File: src/rtl/core/sse_ram.sv
`timescale 1ns / 1ps
// ----------------------------------------------------------------------------
// Generic single-port RAM
// One write or one read per cycle, registered read data.
// ----------------------------------------------------------------------------
module sse_ram #(
    parameter int WIDTH = 32,
    parameter int DEPTH = 64
) (
    input  logic                     clk,
    input  logic                     we,
    input  logic [$clog2(DEPTH)-1:0] addr,
    input  logic [WIDTH-1:0]         wdata,
    output logic [WIDTH-1:0]         rdata
);

    logic [WIDTH-1:0] mem [DEPTH];

    // Synchronous write and registered read.
    always_ff @(posedge clk)
    begin
        if (we)
        begin
            mem[addr] <= wdata;
        end
        rdata <= mem[addr];
    end

endmodule

File: config.mk
export PLATFORM = sky130hd
export DESIGN_NAME = sse_ram
export DESIGN_NICKNAME = d
export VERILOG_FILES = /design/src/rtl/core/sse_ram.sv
export SDC_FILE = /design/constraint.sdc
export NUM_CORES = 2
export LEC_CHECK = 0
export BUFFER_PORTS_ARGS = -buffer_cell sky130_fd_sc_hd__buf_2
export CORE_ASPECT_RATIO = 0.5
export CORE_MARGIN = 2
export CORE_UTILIZATION = 30
export CTS_CLUSTER_DIAMETER = 200
export DETAILED_ROUTE_END_ITERATION = 10
export GPL_ROUTABILITY_DRIVEN = 0
export GPL_TIMING_DRIVEN = 0
export HOLD_SLACK_MARGIN = 0.08
export PLACE_DENSITY = 0.41
export SLEW_MARGIN = 20
export SYNTH_ARGS = -nofsm -noshare
export SYNTH_HDL_FRONTEND = slang
export SYNTH_SLANG_ARGS = --single-unit
File: constraint.sdc
create_clock -name clk -period 4.57 [get_ports clk]
set_input_delay 0.457 -clock clk [delete_from_list [all_inputs] [get_ports clk]]
set_output_delay 0.457 -clock clk [all_outputs]
set_load 0.05 [all_outputs]
======== Yosys cells after proc, flatten, opt, wreduce, memory -nomap -nowiden ========
Memory sizes are Yosys's and may differ from the RTL's. A register that Yosys moved wholly into a read port is not among the register bits.
Cells that the tools add are included.
word-level totals
  word-level logic and storage cells ...... 3
  input port bits ......................... 40
  flip-flop bits (word level) ............. 0
  memories kept ........................... 1
  bits in writable memories ............... 2048
  output and inout bits ................... 32
memories
  name  words  width  read ports  clocked after Yosys merged registers in  write ports  RTL line  text
  mem   64     32     1           1                                        1            17        logic [WIDTH-1:0] mem [DEPTH];
operators by class
  multiplexer cells ....................... 2
operators with widths
  operator  number
  $mux 1    2

======== Longest topological paths before layout ========
  depth after elaboration ................. 2
  depth in mapped cells ................... 13
  depth with buffers taken out ............ 6

======== Least setup slack after synthesis ========
OpenSTA, ideal clock, no wires.
  path type ............................... input to register
  from .................................... in addr[2]
  to ...................................... mem mem[15][0], enable pin
  stages .................................. 8
  required time ........................... 4.149 ns
  setup slack ............................. 0.874 ns
  setup time .............................. 0.421 ns
  data arrival time ....................... 3.275 ns
  path buffers ............................ 6
  path through ............................ buf_2 > buf_2 > buf_2 > buf_2 > buf_2 > buf_2 > nand3_1 > nor2_1
RTL lines
  element             RTL line  text
  start: declaration  12        input logic [$clog2(DEPTH)-1:0] addr,
  end: declaration    17
No word-level cell before the write port.

==> results.md <==
- Along the worst path, the maximum fanout reaches 10.
- The worst register-to-register path begins at mem[31][9]$_DFFE_PP_.
- After technology mapping, the gate count stands at 4239.
- The post-detailed-placement half-perimeter wirelength is 186 mm.
- The synthesized cell area is 78900 µm².
- The global router's overall resource usage is 19.9%.
- STA classifies the critical path endpoint as a flip-flop.
- The layout cell share with drive strength beyond 1 is 19.2%.
- After floorplanning, the core was sized to cover 262000 µm².
- At the later pin of the worst-skew pair, clock insertion delay measures 0.89 ns.
- The detail-routed net length per standard cell is 32.7 µm.
- The post-route fraction of the period consumed by the critical path is 101%.
- The number of nets still failing antenna checks after routing is 0.
- Counting flops with a built-in enable in the synthesized netlist gives 2048.
- The setup check on the worst reg-to-reg path leaves a slack of 1.50 ns.
- The run finished, with violations left.
- The initial antenna violation count is 18.
- In this run the number of H-tree levels came out at 4.
- The per-cell via count in the routed design is 5.32.
- In the synthesized netlist the dominant register cell turns out to be sky130_fd_sc_hd__edfxtp_1.
- The hold path endpoint is mem[11][23]$_DFFE_PP_.
- Clock-pin slew was measured on the worst setup and hold paths at 0.06 ns.
- The via count of the first global-routing pass is 43800.
- The finished layout holds 8356 standard cells, fillers aside.
- On the final layout, the worst clock skew is 0.0507 ns.
- After synthesis, the netlist uses 56 different library cells.
- The synthesized design contains 2080 register bits.
- The worst voltage drop across the vdd grid is 0.000281 V.
- The max-slew violation count is 0.
- The TritonCTS sink count is 2080.
- In this run the tightest slew margin relative to its limit is 17.3%.
- The die covers 267000 µm².
- The final critical delay including setup and external delays is 4.64 ns.
- Overall power consumption after layout is estimated at 0.0404 W.
- The routed layout has 44400 vias.
- The aggregate routed wire length is 273 mm.
- For this run, design rule violations remaining after detail routing come to 0.
- Setup repair after global routing could not meet its margin everywhere.
- The library cell used most frequently in the layout, excluding fill and tap cells, is sky130_fd_sc_hd__edfxtp_1.
- From bottom edge to top edge, the die measures 367 µm.
- The floorplan row count is 133.
- The final reports fail on negative setup slack.
- On the final layout, the worst hold slack is 0.136 ns.
- The pin count of the biggest net entering global routing is 65.
- Max-cap violations in this run came to 0.
- Sequential cells were found to cover 78.7% of the synthesized design area.
- The boundary pin count is 72.
- The final setup violation count is 42.
- Relative to the synthesized area, the layout overhead comes to 19.0%.
- Derived from the worst setup path, the maximum achievable clock frequency is 216 MHz.
- The type of element launching the critical path is an input port.
- OpenSTA, run right after detailed placement, puts the worst setup slack at -1.27 ns.
- Clock tree synthesis inserted a total of 207 buffers.
- The path type of the worst min-delay path is input port to flip-flop.
- The number of filler cells placed in the layout is 24400.
- During synthesis, Yosys emitted a total of 0 warnings.
- The least setup slack across all paths after layout is -0.0662 ns.
- The first detailed-routing pass took 8 iterations.
- The critical path in this run is classified as input port to flip-flop.
- Data on the critical path arrives at its endpoint at 5.26 ns.
- The leakage component of the power is 29.7 nW.
- The largest buffer count on any clock path is 4.
- The share of async-settable or async-resettable flops after synthesis is 0%.
- The TritonCTS clock tree is done.
- At the end of the flow, the number of nets in the layout was 4712.
- The final number of hold-violating endpoints came to 0.
- The mean area per synthesized cell is 18.6 µm².
- The slew at the pin with the worst max-slew slack is 1.24 ns.
- For this design the ratio of total power to cell area is 430 nW/µm².
- In this run, the number of DRC markers left after iteration 0 of detailed routing was 5414.
- Leaving out fill and tap cells, the most frequent cells in the layout are sky130_fd_sc_hd__edfxtp_1, sky130_fd_sc_hd__mux2i_1, sky130_fd_sc_hd__clkbuf_16.
- The number of buffers added on ports is 70.
- The global-route wire length before repair is 370 mm.
- The data required time of the critical path is 5.19 ns.
- The initial core utilization is 30.1%.
- Counting tap cells, the placed design contains a total of 7946 instances.
- The source of the worst hold timing path is wdata[23].
- The path depth of the worst reg2reg path is 5.
- The clock root buffer master is sky130_fd_sc_hd__clkbuf_16.
- The remaining global-route overflow is 0.
- The width of the die is 729 µm.
- Counting every net in the synthesized netlist gives 4279.
- The capture instance of the worst register-to-register path is rdata[9]$_DFF_P_.
- The number of instances on the worst hold path is 1.
[flip-flops by register name, summed over array words and instances, names as in the netlist]
signal,flops
rdata,32
mem,2048
[repair_timing]
action	in CTS	in global routing
gates resized for setup	11	4
setup buffers	15	0
hold endpoints to repair	207	0
endpoints found under the setup margin	175	19
hold buffers	12	0
pin swaps	10	0
gates cloned	0	0
[cell usage after synthesis, types with 15 or more instances]
master                      instances  area share, %
sky130_fd_sc_hd__a22o_1            66           0.73
sky130_fd_sc_hd__buf_2             83           0.53
sky130_fd_sc_hd__a2111oi_0         15           0.17
sky130_fd_sc_hd__o21ai_0           84           0.53
sky130_fd_sc_hd__edfxtp_1        2048             78
sky130_fd_sc_hd__nand3_1           54           0.34
sky130_fd_sc_hd__mux2_2           147            2.1
sky130_fd_sc_hd__a221o_1           15           0.19
sky130_fd_sc_hd__a211oi_1          17           0.16
sky130_fd_sc_hd__a31oi_1           43           0.34
sky130_fd_sc_hd__o2bb2ai_1         15           0.17
sky130_fd_sc_hd__nor2_1           145           0.69
sky130_fd_sc_hd__o22a_1            70           0.78
sky130_fd_sc_hd__nand2_1           28           0.13
sky130_fd_sc_hd__dfxtp_1           32           0.81
sky130_fd_sc_hd__or4_1             15           0.14
sky130_fd_sc_hd__buf_1             33           0.16
sky130_fd_sc_hd__a222oi_1          16           0.20
sky130_fd_sc_hd__a22oi_1          188            1.8
sky130_fd_sc_hd__mux2i_1          259            3.3
sky130_fd_sc_hd__mux4_2            96            2.7
sky130_fd_sc_hd__o22ai_1           93           0.74
sky130_fd_sc_hd__nor3_1            22           0.14
sky130_fd_sc_hd__clkbuf_1         168           0.80
sky130_fd_sc_hd__a221oi_1         175            1.9
sky130_fd_sc_hd__and3_1            85           0.67
sky130_fd_sc_hd__nand2b_1          18           0.14
sky130_fd_sc_hd__a21oi_1          121           0.77
[cells by family after synthesis]
logic type             Yosys count  share of synthesized area (%)
AOI/OAI and AO/OA              933                           8.66
buffers and inverters          300                           1.68
DFF                           2080                           78.7
muxes                          502                           8.12
and+or+nand+nor                424                           2.81
[layer usage]
layer | part of all wire, % | wire [µm] | track usage [%]
met1 | 45 | 122000 | 28.5
met2 | 46 | 125000 | 31.5
met3 | 6.5 | 17800 | 3.19
met4 | 3.0 | 8150 | 5.52
met5 | 0 | 0 | 0
[layout make-up]
class | instances | area, µm² | share of cell area [%]
inverter | 2 | 7.51 | 0.00799
antenna | 9 | 22.5 | 0.0240
tap | 3510 | 4390 | 4.68
multi-input combinational | 1859 | 16000 | 17.1
sequential | 2080 | 62100 | 66.2
buffer | 298 | 1340 | 1.42
clock buffer | 280 | 5750 | 6.12
timing repair buffer | 224 | 3570 | 3.80
clock inverter | 94 | 678 | 0.722
[through the flow]
step | setup TNS (ns) | instance area, µm² | util [%]
2_1_floorplan | 0 | 78900 | -
3_3_place_gp | -5371.06 | 83700 | 31.9
4_1_cts | 0 | 93900 | 35.8
5_1_grt | -0.106 | 93900 | 35.8
6_report | -1.26 | 93900 | 35.8
3_5_place_dp | -1009.04 | 87100 | 33.2
[critical path: stages]
cell                        delay, ns
sky130_fd_sc_hd__buf_2           0.09
sky130_fd_sc_hd__buf_2           0.29
sky130_fd_sc_hd__buf_2           0.63
sky130_fd_sc_hd__buf_2           0.51
sky130_fd_sc_hd__inv_1           0.43
sky130_fd_sc_hd__clkbuf_1        0.42
sky130_fd_sc_hd__and3_1          0.25
sky130_fd_sc_hd__nor4_1          0.28
sky130_fd_sc_hd__a31oi_1         0.36
sky130_fd_sc_hd__a2111oi_1       1.14
sky130_fd_sc_hd__nand3_1         0.36
[power breakdown]
part           internal (W)  switching [W]  leakage [nW]
Sequential           0.0211      0.0000431          18.7
Combinational      0.000686        0.00188          7.86
Clock               0.00928        0.00735          3.17
[worst max path at each step]
stage | slack, ns | end | from
2_1_floorplan | 0.87 | mem[15][0]$_DFFE_PP_ | addr[2]
3_3_place_gp | -3.23 | mem[45][23]$_DFFE_PP_ | addr[2]
3_5_place_dp | -1.27 | rdata[28]$_DFF_P_ | addr[0]
4_1_cts | 0.01 | rdata[8]$_DFF_P_ | addr[2]
5_1_grt | -0.01 | mem[55][13]$_DFFE_PP_ | addr[2]
6_report | -0.07 | rdata[2]$_DFF_P_ | addr[2]
Note: power is estimated with default switching activity, not from simulation.
