**config.mk**
```make
export PLATFORM = sky130hd
export DESIGN_NAME = sse_mix
export DESIGN_NICKNAME = d
export VERILOG_FILES = /design/src/rtl/core/sse_pkg.sv /design/src/rtl/core/sse_mix.sv
export SDC_FILE = /design/constraint.sdc
export NUM_CORES = 2
export LEC_CHECK = 0
export ABC_AREA = 1
export BUFFER_PORTS_ARGS = -buffer_cell sky130_fd_sc_hd__buf_4
export CAP_MARGIN = 15
export CORE_MARGIN = 2
export CORE_UTILIZATION = 37
export DETAILED_ROUTE_END_ITERATION = 10
export PLACE_DENSITY_LB_ADDON = 0.3
export SYNTH_ARGS = -nofsm -noshare
export SYNTH_HDL_FRONTEND = slang
export SYNTH_SLANG_ARGS = --single-unit
```
**constraint.sdc**
```tcl
create_clock -name clk -period 17.4 [get_ports clk]
set_clock_uncertainty 0.05 [all_clocks]
set_input_delay 1.74 -clock clk [delete_from_list [all_inputs] [get_ports clk]]
set_output_delay 1.74 -clock clk [all_outputs]
set_load 0.02 [all_outputs]
```
**src/rtl/core/sse_pkg.sv**
```systemverilog
`timescale 1ns / 1ps
// ----------------------------------------------------------------------------
// Seeded shuffle engine package
// Shared constants, payload types and configuration register indexes.
// ----------------------------------------------------------------------------
package sse_pkg;

    localparam int MAX_ITEMS_DEF  = 64;
    localparam int ITEM_WIDTH_DEF = 32;

    localparam logic [63:0] GOLDEN_INC = 64'h9E3779B97F4A7C15;
    localparam logic [63:0] MIX_MUL_A  = 64'hBF58476D1CE4E5B9;
    localparam logic [63:0] MIX_MUL_B  = 64'h94D049BB133111EB;

    localparam logic [0:0] REG_SEED   = 1'b0;
    localparam logic [0:0] REG_ENABLE = 1'b1;

    typedef struct packed {
        logic [31:0] item_value;
        logic        is_last;
    } in_req_t;

    typedef struct packed {
        logic [31:0] out_value;
        logic        out_last;
        logic        overflowed;
    } out_req_t;

    // Request and answer between the sequencer and the mix/modulo unit.
    typedef struct packed {
        logic        start;
        logic [63:0] gen_state;
        logic [12:0] modulus;
    } mix_req_t;

    typedef struct packed {
        logic        done;
        logic [12:0] pick;
    } mix_rsp_t;

endpackage

```
**src/rtl/core/sse_mix.sv**
```systemverilog
`timescale 1ns / 1ps
// ----------------------------------------------------------------------------
// SplitMix64 mix and modulo unit
// Mixes one generator value with one shared 32x32 multiplier, then reduces
// the 64-bit result modulo a small count bit-serially.
// ----------------------------------------------------------------------------
module sse_mix (
    input  logic              clk,
    input  logic              rst_n,
    input  sse_pkg::mix_req_t req,
    output sse_pkg::mix_rsp_t rsp
);

    localparam logic [3:0] S_IDLE = 4'd0;
    localparam logic [3:0] S_MUL  = 4'd1;
    localparam logic [3:0] S_MOD  = 4'd2;
    localparam logic [3:0] S_DONE = 4'd3;

    logic [3:0]  state_reg, state_next;
    logic [63:0] z_reg, z_next;
    logic [63:0] acc_reg, acc_next;
    logic [63:0] k_reg, k_next;
    logic [1:0]  part_reg, part_next;
    logic        round_reg, round_next;
    logic [6:0]  bit_reg, bit_next;
    logic [13:0] rem_reg, rem_next;
    logic [12:0] m_reg, m_next;

    logic [31:0] mul_a, mul_b;
    logic [63:0] prod;
    logic [63:0] prod_sh;
    logic [63:0] acc_sum;
    logic [13:0] rem_sh;

    assign prod = {32'd0, mul_a} * {32'd0, mul_b};

    // Operand selection for the shared multiplier: parts 0..2 of a
    // 64x64 low product (lo*lo, lo*hi, hi*lo).
    always_comb
    begin
        case (part_reg)
            2'd0:
            begin
                mul_a   = z_reg[31:0];
                mul_b   = k_reg[31:0];
                prod_sh = prod;
            end
            2'd1:
            begin
                mul_a   = z_reg[31:0];
                mul_b   = k_reg[63:32];
                prod_sh = {prod[31:0], 32'd0};
            end
            default:
            begin
                mul_a   = z_reg[63:32];
                mul_b   = k_reg[31:0];
                prod_sh = {prod[31:0], 32'd0};
            end
        endcase
    end

    assign acc_sum = acc_reg + prod_sh;
    assign rem_sh  = {rem_reg[12:0], z_reg[63]};

    // Sequencer.
    always_comb
    begin
        state_next = state_reg;
        z_next     = z_reg;
        acc_next   = acc_reg;
        k_next     = k_reg;
        part_next  = part_reg;
        round_next = round_reg;
        bit_next   = bit_reg;
        rem_next   = rem_reg;
        m_next     = m_reg;
        case (state_reg)
            S_IDLE:
            begin
                if (req.start)
                begin
                    z_next     = req.gen_state ^ (req.gen_state >> 30);
                    k_next     = sse_pkg::MIX_MUL_A;
                    m_next     = req.modulus;
                    acc_next   = '0;
                    part_next  = 2'd0;
                    round_next = 1'b0;
                    state_next = S_MUL;
                end
            end
            S_MUL:
            begin
                acc_next = acc_sum;
                if (part_reg == 2'd2)
                begin
                    part_next = 2'd0;
                    acc_next  = '0;
                    if (!round_reg)
                    begin
                        z_next     = acc_sum ^ (acc_sum >> 27);
                        k_next     = sse_pkg::MIX_MUL_B;
                        round_next = 1'b1;
                    end
                    else
                    begin
                        z_next     = acc_sum ^ (acc_sum >> 31);
                        rem_next   = '0;
                        bit_next   = 7'd0;
                        state_next = S_MOD;
                    end
                end
                else
                begin
                    part_next = part_reg + 2'd1;
                end
            end
            S_MOD:
            begin
                // Restoring remainder, one bit per cycle.
                if (rem_sh >= {1'b0, m_reg})
                begin
                    rem_next = rem_sh - {1'b0, m_reg};
                end
                else
                begin
                    rem_next = rem_sh;
                end
                z_next   = {z_reg[62:0], 1'b0};
                bit_next = bit_reg + 7'd1;
                if (bit_reg == 7'd63)
                begin
                    state_next = S_DONE;
                end
            end
            S_DONE:
            begin
                state_next = S_IDLE;
            end
            default:
            begin
                state_next = S_IDLE;
            end
        endcase
    end

    always_ff @(posedge clk or negedge rst_n)
    begin
        if (!rst_n)
        begin
            state_reg <= S_IDLE;
        end
        else
        begin
            state_reg <= state_next;
        end
    end

    always_ff @(posedge clk)
    begin
        z_reg     <= z_next;
        acc_reg   <= acc_next;
        k_reg     <= k_next;
        part_reg  <= part_next;
        round_reg <= round_next;
        bit_reg   <= bit_next;
        rem_reg   <= rem_next;
        m_reg     <= m_next;
    end

    assign rsp.done = (state_reg == S_DONE);
    assign rsp.pick = rem_reg[12:0];

endmodule

```
Word-level counts from Yosys, hierarchy flattened
Cells that the tools add are included.
W data, S select, Z words.
{"block": "word_totals", "register_bits": 232, "in_bits": 80, "output_inout_bits": 14, "word_cells": 74}
{"block": "op_classes", "n_addsub": 4, "mul": 1, "magnitude_cmp": 1, "n_eq_ne": 11, "n_mux": 32, "bitwise": 3, "reduce_logical": 13}
{"cell": "$mux W64", "n": 9}
{"cell": "$pmux W64 S2", "n": 2}
{"cell": "$pmux W64 S3", "n": 1}
{"cell": "$add A64 B64 Y64", "n": 1}
{"cell": "$mul A32 B32 Y64", "n": 1}
{"cell": "$mux W32", "n": 2}
{"cell": "$xor A64 B33 Y64", "n": 1}
{"cell": "$xor A64 B34 Y64", "n": 1}
{"cell": "$xor A64 B37 Y64", "n": 1}
{"cell": "$mux W13", "n": 3}
{"cell": "$pmux W13 S2", "n": 1}
{"cell": "$mux W4", "n": 4}
{"cell": "$ge A14 B13 Y1", "n": 1}
{"cell": "$mux W7", "n": 2}
{"cell": "$pmux W7 S2", "n": 1}
{"cell": "$sub A13 B13 Y13", "n": 1}
{"cell": "$pmux W4 S3", "n": 1}
{"cell": "$ne A2 B2 Y1 const B", "n": 5}
{"cell": "$reduce_and A3 Y1", "n": 3}
{"cell": "$eq A4 B2 Y1 const B", "n": 2}
{"cell": "$reduce_and A4 Y1", "n": 2}
{"cell": "$add A7 B1 Y7 const B", "n": 1}
{"cell": "$eq A7 B6 Y1 const B", "n": 1}
{"cell": "$eq A4 B1 Y1 const B", "n": 1}
{"cell": "other kinds (13)", "n": 17}

Longest topological paths before layout
{"block": "logic_depth", "depth_word": 10, "ltp_mapped": 56, "mapped_depth_nobuf": 54}

Worst setup path after synthesis
No wires, ideal clock.
{"block": "synth_timing", "path_type": "reg-to-reg", "from": "reg part_reg[0]", "to": "reg z_reg[36], data pin", "setup_time_ns": 0.257, "arrival_ns": 9.720, "required_ns": 17.093, "setup_slack_ns": 7.373, "path_stages_with_launch": 51, "n_path_buf": 4, "synth_period_minus_slack_ns": 10.027, "path_cell_list": "edfxtp_1 -> inv_1 -> ha_1 -> buf_2 -> nor2_2 -> buf_2 -> clkbuf_1 -> o21ai_0 -> inv_1 -> clkbuf_1 -> nor2_1 -> fa_1 -> inv_1 -> fa_1 -> inv_1 -> fa_1 -> inv_1 -> fa_1 -> [... 15 more ...] -> or2_2 -> nand3_1 -> o21ai_0 -> ha_1 -> nand2_1 -> nor2_1 -> inv_1 -> nor2_1 -> inv_1 -> nor4_1 -> nand2_1 -> nand2_1 -> inv_1 -> nand2_2 -> nand2_2 -> or2_1 -> nand3_1 -> a21oi_2"}
{"block": "synth_via", "elab_chain_len": 10}
{"element": "start, declared", "line": "sse_mix.sv:23", "rtl": "logic [1:0] part_reg, part_next;"}
{"element": "start signal, assigned", "line": "sse_mix.sv:164", "rtl": "part_reg <= part_next;"}
{"element": "$eq A2 B1 Y1 / $logic_not A2 Y1 (equally long branches)", "line": "sse_mix.sv:41", "rtl": "case (part_reg)"}
{"element": "$reduce_or A2 Y1 (no line)"}
{"element": "$mux W32", "line": "sse_mix.sv:41"}
{"element": "$mul A32 B32 Y64", "line": "sse_mix.sv:35", "rtl": "assign prod = {32'd0, mul_a} * {32'd0, mul_b};"}
{"element": "$mux W64 (*)", "line": "sse_mix.sv:41"}
{"element": "$add A64 B64 Y64 (*)", "line": "sse_mix.sv:63", "rtl": "assign acc_sum = acc_reg + prod_sh;"}
{"element": "$xor A64 B37 Y64 / $xor A64 B33 Y64 (equally long branches)", "line": "sse_mix.sv:101, sse_mix.sv:107"}
{"element": "$mux W64 (*)", "line": "sse_mix.sv:99", "rtl": "if (!round_reg)"}
{"element": "$mux W64 (*)", "line": "sse_mix.sv:95", "rtl": "if (part_reg == 2'd2)"}
{"element": "$pmux W64 S3 (*)", "line": "sse_mix.sv:78", "rtl": "case (state_reg)"}
{"element": "via z_next[36]", "line": "sse_mix.sv:20", "rtl": "logic [63:0] z_reg, z_next;"}
{"element": "end signal, assigned", "line": "sse_mix.sv:161", "rtl": "z_reg <= z_next;"}
{"element": "end, declared", "line": "sse_mix.sv:20"}
The timed path passes the listed nets; every way through them passes the cells marked *. The select of a mux whose other input is x is not followed.
A chain may end at the register's enable or synchronous reset.

Worst setup path after layout
{"block": "layout_timing", "from": "reg part_reg[0]", "to": "reg z_reg[22], data pin"}
The elaborated chain is that of the path after synthesis.

==> impl_metrics.yaml <==
yosys:
  synth_compound_area_share_pct: 8.105
  syn_area_sq_mm: 0.04404
  synthAdderAreaFrac_pct: 49.04
  ys_types: 61
  synth-simple-area-share_pct: 15.94
  synthFlopType: "edfxtp_1"
  synthArstFlopShare_pct: 1.190
  ys_seq_elements: 168
  synthCells: 5303
  ys_seq_area_share_pct: 11.43
  yosys.area.top_type_share_pct: 36.45
  synth_nets: 6628
  synth.area.mux_share_pct: 0.04545
  avgSynthCellArea_sq_um: 8.305
  yosys.area.top_type: "fa_1"
  synth.area.top_cells: "fa_1 36%, ha_1 13%, edfxtp_1 11%"
  synth_xor_area_share_pct: 3.224
  synth_edf_count: 166
  synth_top_family_by_area: "adder cells"
  synth-warning-count: 0
detailed_routing:
  drt_pass1_iterations: 6
  via_per_inst: 5.316
  antenna_left: 0
  drt-initial-drc-count: 3435
  vias: 36690
  drt_wl_total_mm: 180.2
  wl_per_cell_um: 26.11
  drcViolationCount: 0
placement:
  place_ws_ps: 4252
  port_buffers: 93
  gp_congestion: 1.050
  post-dp-hpwl_mm: 157.2
sta:
  final.setup.tns_ps: 0
  tightestPinTransition_ps: 1278
  fin_ws_ps: 3920
  maxSlewViolCount: 0
  fin_crit_sh_pct: 77.47
  rsz0062_at_grt: "no"
  finalSetupViolCount: 0
  hold_viol: 0
  period_minus_slack_ps: 13480
  relSlewSlack_pct: 13.91
  fmax_ghz: 0.07419
worst_setup_path:
  cp_common_cell: "fa_1"
  crit_fanout: 53
  crit_arrival_ps: 13640
  endpoint_kind: "register"
  cp.required_ps: 17560
  cp-start-kind: "register"
  slowest_delay_ps: 800
  path_class: "reg2reg"
  slowest_stage: "a221oi_1"
clock_tree:
  cts_resized: 0
  cts_tree: "yes"
  cts_setup_buffers: 0
  cts-htree-levels: 4
  cts_root_buf: "clkbuf_16"
  cts_sinks: 168
  clk_latency_ps: 480
  cts_buffers: 17
  clock_path_buffers: 2
  clk_pin_slew_ps: 80
  cts.hold.buffers_added: 0
floorplan:
  initial_utilization_pct: 37.30
  die_y_um: 349.0
  rows: 126
  ioPinCount: 94
  core_sq_mm: 0.1181
  die_x_um: 349.0
  die_area_sq_mm: 0.1218
global_route:
  grtUsageTotal_pct: 29.99
  grt_max_degree: 68
  grt_pass1_vias: 38750
  grt_pass1_wl_mm: 262.3
  antenna_found_initial: 3
  overflow: 0
job:
  maxCapViolCount: 0
layout:
  layout_common_cells: "1,273 x inv_1, 802 x fa_1, 679 x nor2_1, 658 x nand2_1, 439 x ha_1"
  synthToLayoutAreaGrowth_pct: 7.562
  final_common_cell: "inv_1"
  finalNetCount: 6675
  drive_gt1_share_pct: 6.414
outcome:
  status: "completed"
worst_hold_path:
  hp-class: "reg2reg"
-- area by class of cell --
class	count	area, sq um
diodes	3	7.507
clock buffers	18	439.2
clock inverters	14	176.4
fillers	12100	70710
inverters	1296	4865
multi-input cells	3709	33720
flip-flops and latches	168	5035
well taps	1536	1922
repair buffers	158	1214
-- kinds of logic after synthesis --
family                   count (synthesis)
AO/OA/AOI/OAI                          614
XOR/XNOR                               157
adder cells (fa/ha/maj)               1245
multiplexers                             2
flip-flops                             168
AND/OR/NAND/NOR                       1691
buffers and inverters                 1426
-- final timing paths --
path	start	end	slack, ps	cells after the start
max in group asynchronous	rst_n	state_reg[0]	16230	1
max reg2reg	part_reg[0]	z_reg[22]	3920	42
min reg2reg	state_reg[0]	state_reg[0]	520	2
max	part_reg[0]	z_reg[22]	3920	42
min in group asynchronous	rst_n	state_reg[1]	980	1
min	state_reg[0]	state_reg[0]	520	2
-- synth_stat cells, types with 31 or more instances --
master    number
inv_1       1273
fa_1         802
nor2_1       683
nand2_1      659
ha_1         443
a21oi_1      263
nand3_1      196
edfxtp_1     166
o21ai_0      159
xor2_1       104
clkbuf_1     100
xnor2_1       47
nand2_2       31
-- worst max-delay path: cells and delay by family (launching register included) --
family	cells	cell delay (ps)
adders and majority gates	11	4690
AOI/OAI and AO/OA	12	3290
and+or+nand+nor	10	2320
buffers and inverters	8	1730
xor gates and xnor gates	1	630
DFF	1	400
-- layer usage --
layer | global-route usage, % | share of wire, %
met2 | 49.51 | 47
met5 | 0 | 0
met4 | 12.10 | 4.8
met1 | 38.89 | 40
met3 | 5.328 | 8.2
-- metrics by stage --
stage	cell area, sq um	instances	hold slack (ps)	utilization, %
5_1_grt	47370	6901	557.6	40.12
3_5_place_dp	46740	6866	504.5	39.58
2_1_floorplan	44040	5303	452.7	-
3_3_place_gp	46710	6865	491.6	39.56
4_1_cts	47350	6898	524.3	40.10
6_report	47370	6902	520.3	40.12
Power is left out: the tool's default activity adds up to more than one toggle a clock period on the data nets, which glitch-free logic cannot reach.
